### config.mk
export PLATFORM = sky130hd
export DESIGN_NAME = multitap_keypad_text_entry
export DESIGN_NICKNAME = d
export VERILOG_FILES = /design/src/rtl/mtk_pkg.sv /design/src/rtl/mtk_ram.sv /design/src/rtl/mtk_tick.sv /design/src/rtl/multitap_keypad_text_entry.sv
export SDC_FILE = /design/constraint.sdc
export NUM_CORES = 1
export LEC_CHECK = 0
export BUFFER_PORTS_ARGS = -buffer_cell sky130_fd_sc_hd__buf_2
export CORE_UTILIZATION = 38
export DETAILED_ROUTE_END_ITERATION = 10
export HOLD_SLACK_MARGIN = 0.02
export MAX_ROUTING_LAYER = met4
export PLACE_DENSITY = 0.59
export SYNTH_ARGS = -nofsm -noshare
export SYNTH_HDL_FRONTEND = slang
export SYNTH_SLANG_ARGS = --single-unit
export TNS_END_PERCENT = 20
### constraint.sdc
create_clock -name clk -period 10.8 [get_ports clk]
set_clock_uncertainty 0.05 [all_clocks]
set_input_delay 1.62 -clock clk [delete_from_list [all_inputs] [get_ports clk]]
set_output_delay 1.62 -clock clk [all_outputs]
set_load 0.05 [all_outputs]
### src/rtl/mtk_pkg.sv
// Shared constants, key codes, register indexes and the glyph table
// for the multi-tap text entry block. No dependencies.
`timescale 1ns / 1ps
`default_nettype none

package mtk_pkg;

  localparam int MSG_LEN = 16;
  localparam int ADDR_W  = $clog2(MSG_LEN);
  localparam int CUR_W   = $clog2(MSG_LEN + 1);
  localparam int KEY_W   = 5;
  localparam int CHAR_W  = 8;
  localparam int NUM_DIGITS = 10;

  localparam logic [KEY_W-1:0] KEY_CONFIRM = 5'd10;
  localparam logic [KEY_W-1:0] KEY_DELETE  = 5'd11;
  localparam logic [KEY_W-1:0] KEY_SHIFT   = 5'd12;
  localparam logic [KEY_W-1:0] KEY_LEFT    = 5'd13;
  localparam logic [KEY_W-1:0] KEY_RIGHT   = 5'd14;
  localparam logic [KEY_W-1:0] KEY_ENTER   = 5'd15;
  localparam logic [KEY_W-1:0] KEY_NONE    = 5'd16;

  localparam int CFG_IDX_W = 2;
  localparam logic [CFG_IDX_W-1:0] REG_TIMEOUT  = 2'd0;
  localparam logic [CFG_IDX_W-1:0] REG_PRESCALE = 2'd1;

  localparam logic [7:0] TIMEOUT_RESET  = 8'd20;
  localparam logic [2:0] PRESCALE_RESET = 3'd3;

  localparam logic [CHAR_W-1:0] CHAR_SPACE = 8'h20;

  typedef logic [NUM_DIGITS-1:0][3:0] tap_arr_t;

  // one row per digit key, 16 glyphs each, first glyph in the top byte
  localparam logic [127:0] GLYPH_ROWS [NUM_DIGITS] = '{
    "  ?!#$%&*()     ",
    " 0123456789     ",
    " aAbBcC         ",
    " dDeEfF         ",
    " gGhHiI         ",
    " jJkKlL         ",
    " mMnNoO         ",
    " pPqQrRsS       ",
    " tTuUvV         ",
    " wWxXyYzZ       "
  };

  function automatic logic [CHAR_W-1:0] glyph(input logic [3:0] key, input logic [3:0] tap);
    logic [127:0] row;
    row = GLYPH_ROWS[key];
    return row[{~tap, 3'b000} +: CHAR_W];
  endfunction

  // result of one processed tick, handed from the tick logic to the top
  typedef struct packed {
    logic              wrote;
    logic [CUR_W-1:0]  wpos;
    logic [CHAR_W-1:0] wval;
    logic [CUR_W-1:0]  cursor;
    logic              entered;
  } tick_res_t;

endpackage

`default_nettype wire

### src/rtl/mtk_ram.sv
// Generic single-write, single-read RAM with registered read data.
// No dependencies.
`timescale 1ns / 1ps
`default_nettype none

module mtk_ram #(
  parameter int WIDTH = 8,
  parameter int DEPTH = 16
) (
  input  wire logic                     clk,
  input  wire logic                     wr_en,
  input  wire logic [$clog2(DEPTH)-1:0] wr_addr,
  input  wire logic [WIDTH-1:0]         wr_data,
  input  wire logic                     rd_en,
  input  wire logic [$clog2(DEPTH)-1:0] rd_addr,
  output logic      [WIDTH-1:0]         rd_data
);

  logic [WIDTH-1:0] mem [DEPTH];

  always_ff @(posedge clk) begin
    if (wr_en) begin
      mem[wr_addr] <= wr_data;
    end
    if (rd_en) begin
      rd_data <= mem[rd_addr];
    end
  end

endmodule

`default_nettype wire

### src/rtl/mtk_tick.sv
// Per-tick state and key action logic: tap counters, cursor, case and
// timeout handling, configuration registers. Uses mtk_pkg.
`timescale 1ns / 1ps
`default_nettype none

module mtk_tick (
  input  wire logic                            clk,
  input  wire logic                            rst,
  input  wire logic                            cfg_we,
  input  wire logic [mtk_pkg::CFG_IDX_W-1:0]   cfg_index,
  input  wire logic [7:0]                      cfg_data,
  input  wire logic                            fire,
  input  wire logic [mtk_pkg::KEY_W-1:0]       key,
  output mtk_pkg::tick_res_t                   res
);
  import mtk_pkg::*;

  logic [7:0]       timeout_ticks;
  logic [2:0]       action_prescale;
  tap_arr_t         tap_counts, tap_counts_next;
  logic [CUR_W-1:0] cursor, cursor_next;
  logic [3:0]       current_key, current_key_next;
  logic             current_valid, current_valid_next;
  logic [KEY_W-1:0] pending_key, pending_key_next;
  logic             writing, writing_next;
  logic             shift_pending, shift_pending_next;
  logic             upper_case, upper_case_next;
  logic [7:0]       idle_count, idle_count_next;
  logic [2:0]       prescale_count, prescale_count_next;

  logic             wrote, entered, fresh;
  logic [CUR_W-1:0] wpos;
  logic [CHAR_W-1:0] wval;
  logic [KEY_W-1:0] k;
  logic [3:0]       kd, tap, top_up, top_lo;

  // drop the pending letter's tap counter
  function automatic tap_arr_t clear_tap(input tap_arr_t tc, input logic cv,
                                         input logic [3:0] ck);
    tap_arr_t r;
    r = tc;
    if (cv && ck < 4'(NUM_DIGITS)) begin
      r[ck] = 4'd0;
    end
    return r;
  endfunction

  always_comb begin
    tap_counts_next     = tap_counts;
    cursor_next         = cursor;
    current_key_next    = current_key;
    current_valid_next  = current_valid;
    pending_key_next    = pending_key;
    writing_next        = writing;
    shift_pending_next  = shift_pending;
    upper_case_next     = upper_case;
    idle_count_next     = idle_count;
    wrote   = 1'b0;
    entered = 1'b0;
    fresh   = 1'b0;
    wpos    = '0;
    wval    = '0;
    kd      = 4'd0;
    tap     = 4'd0;
    top_up  = 4'd6;
    top_lo  = 4'd5;

    if (key < KEY_NONE) begin
      pending_key_next = key;
    end
    prescale_count_next = prescale_count + 3'd1;

    // idle timeout
    if (writing) begin
      if (idle_count < timeout_ticks) begin
        idle_count_next = idle_count + 8'd1;
      end else begin
        tap_counts_next    = clear_tap(tap_counts_next, current_valid_next, current_key_next);
        idle_count_next    = 8'd0;
        writing_next       = 1'b0;
        current_valid_next = 1'b0;
        current_key_next   = 4'd0;
        pending_key_next   = KEY_NONE;
        if (cursor_next < CUR_W'(MSG_LEN)) begin
          cursor_next = cursor_next + CUR_W'(1);
        end
      end
    end

    k = pending_key_next;
    if (prescale_count_next == action_prescale) begin
      prescale_count_next = 3'd0;
      if (cursor_next < CUR_W'(MSG_LEN)) begin
        if (k < KEY_W'(NUM_DIGITS)) begin
          kd = k[3:0];
          fresh = !writing_next || !current_valid_next || current_key_next != kd;
          if (fresh) begin
            if (writing_next) begin
              tap_counts_next = clear_tap(tap_counts_next, current_valid_next,
                                          current_key_next);
            end
            writing_next       = 1'b1;
            current_key_next   = kd;
            current_valid_next = 1'b1;
          end
          tap = tap_counts_next[kd];
          if (kd >= 4'd2) begin
            if (shift_pending_next) begin
              if (!upper_case_next) begin
                tap = tap + 4'd1;
                upper_case_next = 1'b1;
              end else begin
                tap = tap - 4'd1;
                upper_case_next = 1'b0;
              end
              shift_pending_next = 1'b0;
            end
            top_up = (kd == 4'd7 || kd == 4'd9) ? 4'd8 : 4'd6;
            top_lo = top_up - 4'd1;
            if (upper_case_next) begin
              tap = (tap >= top_up) ? 4'd2 : tap + 4'd2;
            end else begin
              tap = (tap >= top_lo) ? 4'd1 : tap + 4'd2;
            end
            if (fresh) begin
              tap = upper_case_next ? 4'd2 : 4'd1;
            end
          end else begin
            tap = (tap < 4'd10) ? tap + 4'd1 : 4'd1;
          end
          tap_counts_next[kd] = tap;
          wrote = 1'b1;
          wpos  = cursor_next;
          wval  = glyph(kd, tap);
          idle_count_next = 8'd0;
        end else if (k == KEY_CONFIRM) begin
          if (writing_next) begin
            tap_counts_next    = clear_tap(tap_counts_next, current_valid_next,
                                           current_key_next);
            idle_count_next    = 8'd0;
            writing_next       = 1'b0;
            current_valid_next = 1'b0;
            current_key_next   = 4'd0;
            cursor_next        = cursor_next + CUR_W'(1);
          end
        end else if (k == KEY_RIGHT) begin
          // the entry past the last message slot is the terminator
          if (cursor_next < CUR_W'(MSG_LEN - 1)) begin
            cursor_next = cursor_next + CUR_W'(1);
          end
        end else if (k == KEY_SHIFT) begin
          shift_pending_next = !shift_pending_next;
        end
      end
      if (cursor_next != '0) begin
        if (k == KEY_DELETE) begin
          if (writing_next) begin
            tap_counts_next    = clear_tap(tap_counts_next, current_valid_next,
                                           current_key_next);
            idle_count_next    = 8'd0;
            writing_next       = 1'b0;
            current_valid_next = 1'b0;
            current_key_next   = 4'd0;
          end else begin
            cursor_next = cursor_next - CUR_W'(1);
          end
          if (cursor_next < CUR_W'(MSG_LEN)) begin
            wrote = 1'b1;
            wpos  = cursor_next;
            wval  = CHAR_SPACE;
          end
        end else if (k == KEY_LEFT) begin
          cursor_next = cursor_next - CUR_W'(1);
        end
      end
      if (k == KEY_ENTER) begin
        tap_counts_next    = clear_tap(tap_counts_next, current_valid_next, current_key_next);
        idle_count_next    = 8'd0;
        writing_next       = 1'b0;
        current_valid_next = 1'b0;
        current_key_next   = 4'd0;
        entered            = 1'b1;
      end
      pending_key_next = KEY_NONE;
    end
  end

  assign res.wrote   = wrote;
  assign res.wpos    = wpos;
  assign res.wval    = wval;
  assign res.cursor  = cursor_next;
  assign res.entered = entered;

  always_ff @(posedge clk) begin
    if (rst) begin
      timeout_ticks   <= TIMEOUT_RESET;
      action_prescale <= PRESCALE_RESET;
    end else if (cfg_we) begin
      if (cfg_index == REG_TIMEOUT) begin
        timeout_ticks <= cfg_data;
      end else if (cfg_index == REG_PRESCALE) begin
        action_prescale <= cfg_data[2:0];
      end
    end
  end

  always_ff @(posedge clk) begin
    if (rst) begin
      tap_counts     <= '0;
      cursor         <= '0;
      current_key    <= 4'd0;
      current_valid  <= 1'b0;
      pending_key    <= KEY_NONE;
      writing        <= 1'b0;
      shift_pending  <= 1'b0;
      upper_case     <= 1'b0;
      idle_count     <= 8'd0;
      prescale_count <= 3'd0;
    end else if (fire) begin
      tap_counts     <= tap_counts_next;
      cursor         <= cursor_next;
      current_key    <= current_key_next;
      current_valid  <= current_valid_next;
      pending_key    <= pending_key_next;
      writing        <= writing_next;
      shift_pending  <= shift_pending_next;
      upper_case     <= upper_case_next;
      idle_count     <= idle_count_next;
      prescale_count <= prescale_count_next;
    end
  end

endmodule

`default_nettype wire

### src/rtl/multitap_keypad_text_entry.sv
// Multi-tap keypad text entry, top level: input register, tick logic,
// message RAM, Enter readout and output register. Uses mtk_pkg, mtk_tick, mtk_ram.
// Status path: the status result of a tick passes the input register, then the output register.
// Throughput: one tick per cycle while the output is not stalled. An Enter tick holds off
// further ticks while its up to MSG_LEN character results follow one per cycle, unless
// stalled, the first delayed by the registered RAM read.
// Reset (rst, synchronous): control state and registers to their defaults;
// RAM contents are kept, per-entry written bits make unwritten slots read as spaces.
`timescale 1ns / 1ps
`default_nettype none

module multitap_keypad_text_entry (
  input  wire logic                            clk,
  input  wire logic                            rst,
  // configuration write port
  input  wire logic                            cfg_we,
  input  wire logic [mtk_pkg::CFG_IDX_W-1:0]   cfg_index,
  input  wire logic [7:0]                      cfg_data,
  // tick input channel
  input  wire logic                            in_valid,
  output logic                                 in_stall,
  input  wire logic [mtk_pkg::KEY_W-1:0]       key_code,
  // result channel
  output logic                                 out_valid,
  input  wire logic                            out_stall,
  output logic                                 result_kind,
  output logic      [mtk_pkg::CUR_W-1:0]       cursor_pos,
  output logic                                 char_valid,
  output logic      [mtk_pkg::CUR_W-1:0]       char_pos,
  output logic      [mtk_pkg::CHAR_W-1:0]      char_value,
  output logic                                 last
);
  import mtk_pkg::*;

  // input register
  logic             hold_valid;
  logic [KEY_W-1:0] hold_key;

  // Enter readout
  logic              emit_busy;
  logic              issue_done;
  logic [ADDR_W-1:0] issue_idx;
  logic [ADDR_W-1:0] last_idx;
  logic [CUR_W-1:0]  emit_cursor;
  logic              rd_valid;
  logic [ADDR_W-1:0] rd_idx;
  logic              rd_last;
  logic              rd_written;
  logic [CHAR_W-1:0] rd_data;
  logic [MSG_LEN-1:0] written;

  logic      out_free, fire, issue, rd_take;
  tick_res_t res;

  assign out_free = !out_valid || !out_stall;
  // a tick is processed only when no readout is running (it would overwrite RAM)
  assign fire     = hold_valid && !emit_busy && out_free;
  assign in_stall = hold_valid && !fire;
  assign rd_take  = rd_valid && out_free;
  assign issue    = emit_busy && !issue_done && (!rd_valid || rd_take);

  always_ff @(posedge clk) begin
    if (rst) begin
      hold_valid <= 1'b0;
    end else if (in_valid && !in_stall) begin
      hold_valid <= 1'b1;
    end else if (fire) begin
      hold_valid <= 1'b0;
    end
  end

  always_ff @(posedge clk) begin
    if (in_valid && !in_stall) begin
      hold_key <= key_code;
    end
  end

  mtk_tick u_tick (
    .clk       (clk),
    .rst       (rst),
    .cfg_we    (cfg_we),
    .cfg_index (cfg_index),
    .cfg_data  (cfg_data),
    .fire      (fire),
    .key       (hold_key),
    .res       (res)
  );

  mtk_ram #(
    .WIDTH (CHAR_W),
    .DEPTH (MSG_LEN)
  ) u_msg_ram (
    .clk     (clk),
    .wr_en   (fire && res.wrote),
    .wr_addr (res.wpos[ADDR_W-1:0]),
    .wr_data (res.wval),
    .rd_en   (issue),
    .rd_addr (issue_idx),
    .rd_data (rd_data)
  );

  // slot written since reset; otherwise it is read out as a space
  always_ff @(posedge clk) begin
    if (rst) begin
      written <= '0;
    end else if (fire && res.wrote) begin
      written[res.wpos[ADDR_W-1:0]] <= 1'b1;
    end
  end

  // readout control: read stage feeds the output register, stalls with it
  always_ff @(posedge clk) begin
    if (rst) begin
      emit_busy  <= 1'b0;
      issue_done <= 1'b0;
      rd_valid   <= 1'b0;
    end else begin
      if (fire && res.entered) begin
        emit_busy  <= 1'b1;
        issue_done <= 1'b0;
      end else if (rd_take && rd_last) begin
        emit_busy <= 1'b0;
      end
      if (issue) begin
        rd_valid <= 1'b1;
        if (issue_idx == last_idx) begin
          issue_done <= 1'b1;
        end
      end else if (rd_take) begin
        rd_valid <= 1'b0;
      end
    end
  end

  always_ff @(posedge clk) begin
    if (fire && res.entered) begin
      issue_idx   <= '0;
      emit_cursor <= res.cursor;
      // characters 0 through the cursor, at most MSG_LEN of them
      last_idx    <= (res.cursor == CUR_W'(MSG_LEN)) ? ADDR_W'(MSG_LEN - 1)
                                                     : res.cursor[ADDR_W-1:0];
    end else if (issue) begin
      issue_idx <= issue_idx + ADDR_W'(1);
    end
    if (issue) begin
      rd_idx     <= issue_idx;
      rd_last    <= (issue_idx == last_idx);
      rd_written <= written[issue_idx];
    end
  end

  // output register: status result on a processed tick, else a readout char
  always_ff @(posedge clk) begin
    if (rst) begin
      out_valid <= 1'b0;
    end else if (out_free) begin
      out_valid <= fire || rd_take;
    end
  end

  always_ff @(posedge clk) begin
    if (fire) begin
      result_kind <= 1'b0;
      cursor_pos  <= res.cursor;
      char_valid  <= res.wrote;
      char_pos    <= res.wpos;
      char_value  <= res.wval;
      last        <= !res.entered;
    end else if (rd_take) begin
      result_kind <= 1'b1;
      cursor_pos  <= emit_cursor;
      char_valid  <= 1'b1;
      char_pos    <= CUR_W'(rd_idx);
      char_value  <= rd_written ? rd_data : CHAR_SPACE;
      last        <= rd_last;
    end
  end

endmodule

`default_nettype wire
==> metrics.md <==
| Metric | Value |
|---|---|
| Status | complete, no violations |
| Worst hold start | u_tick.prescale_count[1] |
| Worst VDD drop | 0.1082 mV |
| Worst Max-Slew Pin Slew | 1.235 ns |
| Reg2reg setup slack | 2.37 ns |
| DRC viols | 0 |
| TritonCTS Sinks | 264 |
| Via density | 6.126 |
| GRT Residual Overflow | 0 |
| Final antenna-violating net count | 0 |
| Total Routed Length | 49740 um |
| First-pass GRT wire length | 75890 um |
| Layout cells sized above 1 | 0.1313 |
| Share of the synthesized area in the top cell type | 0.3128 |
| Achievable Freq | 118.7 MHz |
| Max Root-Sink Buffers | 3 |
| WL/cell | 23.30 um |
| Final setup fails | 0 |
| Core area | 0.03901 sq mm |
| Top post-synthesis cells by area | edfxtp_1 31%, dfxtp_1 14%, mux4_2 5.9%, nor2_1 5.4%, nand2_1 4.0% |
| Post-CTS Resized | 0 |
| Final min period | 8.426 ns |
| RD Place Congestion | 0.9932 |
| YS warnings | 0 |
| Die Height | 201.8 um |
| Hpwl dp | 34280 um |
| Main combinational cell family by area after synthesis | compound AO/OA/AOI/OAI gates |
| Post-synth EDFFs | 158 |
| Synth Instances | 1587 |
| Critical path class | reg -> reg |
| HP Class | reg -> reg |
| Hold depth | 2 |
| Sequential area share after synthesis | 0.4528 |
| Area share of xor/xnor cells in the synthesized design | 0.01733 |
| Max-Slew Margin vs Limit | 0.1689 |
| Die X | 201.8 um |
| Post-cts hold buffer count | 0 |
| Largest net degree at the start of global routing | 66 |
| FILL cells | 3750 |
| Post-Synth Adder-Cell Area | 0.02145 |
| Final max-slew violation count | 0 |
| Mux share of post-synthesis cell area | 0.07887 |
| Rows | 72 |
| Post-synthesis average cell area | 9.556 sq um |
| Worst r2r dst | u_msg_ram.mem[4][3] |
| Worst Setup Start Kind | flip-flop |
| Drt pass-1 iters | 6 |
| Gr usage total | 0.2491 |
| RSZ-0062 raised after global routing | false |
| Synth unique cells | 96 |
| H-tree depth | 1 |
| CP arrival | 8.62 ns |
| CTS buffer count | 29 |
| Vias in the first global route | 12480 |
| Yosys reg bits | 264 |
| Die area | 0.04071 sq mm |
| Worst reg-to-reg path cell count | 25 |
| Cells after DPL | 2079 |
| DRT iter0 DRCs | 1353 |
| I/O Buffers | 41 |
| Hold Violations, Final | 0 |
| Async SR Flop Fraction | 0 |
| Clock latency at the later pin of the worst-skew pair | 0.58 ns |
| Antenna violations before repair | 1 |
| Max-cap viol count | 0 |
| CP Capture Type | flip-flop |
| Sum Neg Setup Slack | 0 ns |
| Non-Filler Instances | 2135 |
| Vias | 13080 |
| Leakage | 5.596 nW |
| Hold endpoint | u_tick.prescale_count[1] |
| Root Buffer | clkbuf_16 |
| Nets@finish | 1638 |
| Synth Cell Area | 0.01517 sq mm |
| CTS tree | done |
| Fin crit share | 0.7802 |
| Area leader, netlist | edfxtp_1 |
| Worst-path clk slew | 0.07 ns |
| Post-CTS Setup Repair Bufs | 0 |
| Initial Util | 0.3888 |
| IO Pins | 43 |
| Pwr Density | 149.0 mW/mm^2 |
| Post-Route Utilization | 0.4311 |
| Most used DFF post-synth | edfxtp_1 |
| Simple-gate area share of the yosys netlist | 0.1898 |
| Worst path required time | 11.00 ns |
| Reg2reg start | hold_key[4] |
| Syn-to-layout area delta | 10.89% |
| CP max FO | 28 |
| Synth Area in Compound Gates | 0.2022 |
-- per-stage QoR --
stage	power, W	cell area (sq um)	hold WS (ns)	setup slack (ns)
after global routing	0.002598	16810	0.4413	1.801
after global placement	0.001522	15860	0.3939	2.822
after detailed placement	0.001523	15860	0.4060	2.626
final	0.002506	16820	0.4138	2.374
after floorplan	0.001401	15170	0.3564	4.253
after CTS	0.002518	16810	0.4135	2.540
-- layout make-up --
type | count | area [sq um] | area share
inverter | 42 | 162.7 | 0.009672
clock inverter | 16 | 151.4 | 0.009002
multi-input combinational | 1186 | 7761 | 0.4615
timing repair buffer | 69 | 417.9 | 0.02485
sequential | 264 | 6868 | 0.4084
clock buffer | 38 | 803.3 | 0.04776
antenna | 2 | 5.005 | 0.0002976
tap | 518 | 648.1 | 0.03854
-- registers in the layout (all words and copies together) (netlist names), 7 cells and up --
signal and cells:
char_value 7, u_msg_ram.mem 112, u_msg_ram.rd_data 7, u_tick.idle_count 8
u_tick.tap_counts 40, u_tick.timeout_ticks 8, written 16
-- worst max-delay path, stage by stage (launching register included) --
cell and delay (ns):
edfxtp_1 0.80, mux2i_2 0.74, xnor2_1 0.26, nor4_4 0.46, a211oi_1 0.24, o221ai_1 0.29
o221ai_2 0.24, nor3_4 0.50, inv_2 0.11, ha_1 0.32, nor2_1 0.04, a31oi_1 0.21
o21a_1 0.20, ha_1 0.27, nor4_1 0.50, nand2_1 0.10, nor4_1 0.30, nor3b_1 0.13
o211ai_1 0.13, a41o_1 0.48, buf_4 0.38, nand2b_1 0.23, nor2_1 0.09, a21oi_1 0.19
o21ai_1 0.10, nor2_1 0.71
-- cell families (layout without fill, tap and decap cells) --
logic type	after synthesis	count (layout)
simple gates	614	614
compound gates	449	449
fa+ha+maj	26	26
xor+xnor	30	30
mux	65	65
buf+inv	138	165
other cells	1	4
flops	264	264
-- where the power goes --
group / total (W) / leakage (nW) / internal (W) / switching, W
registers: 0.00110 / 2.24 / 0.00109 / 0.0000167
logic: 0.000408 / 2.89 / 0.000119 / 0.000289
clock network: 0.000995 / 0.471 / 0.000573 / 0.000422
total: 0.00251 / 5.60 / 0.00178 / 0.000727
-- layout by cell type (no fill, tap or decap), types with 24 or more instances in the layout --
cell         n
nand2_1    162
nand3_1     55
a221oi_1    24
edfxtp_1   158
a211oi_1    27
inv_1       40
and3_1      25
a22oi_1     26
dfxtp_1    105
o21ai_0     74
clkbuf_16   29
nand4_1     25
nor3_1      34
a21oi_1    118
ha_1        26
buf_2       40
mux4_2      40
o31ai_1     28
buf_4       29
nor2_1     218
-- synth_stat cells (all sizes together) (18+ instances only) --
cell type  number
buf            37
inv            41
and3           25
nor3           38
a31oi          18
o21ai          89
o31ai          31
dfxtp         106
clkbuf         59
a221oi         24
ha             26
nand4          25
xnor2          21
edfxtp        158
a22oi          27
nor2          219
a211oi         28
a21oi         119
mux4           40
nand2         163
nand3          55
-- how the worst max path moves through the flow --
stage                         start                    to  slack (ns)  cells after the start
4_1_cts                 hold_key[4]   u_msg_ram.mem[4][3]        2.54                     25
3_3_place_gp            hold_key[4]   u_msg_ram.mem[4][4]        2.82                     25
2_1_floorplan  u_tick.idle_count[5]   u_msg_ram.mem[0][2]        4.25                     28
6_report                hold_key[4]   u_msg_ram.mem[4][3]        2.37                     25
5_1_grt                 hold_key[4]   u_msg_ram.mem[4][3]        1.80                     25
3_5_place_dp            hold_key[4]  u_msg_ram.mem[10][3]        2.63                     25
-- layer usage --
layer	track usage	routed length [um]
met5	-	0
met4	0.09605	1879
met3	0.04386	3966
met2	0.3665	21660
met1	0.3409	22230
Power figures use the tool's default switching activity.
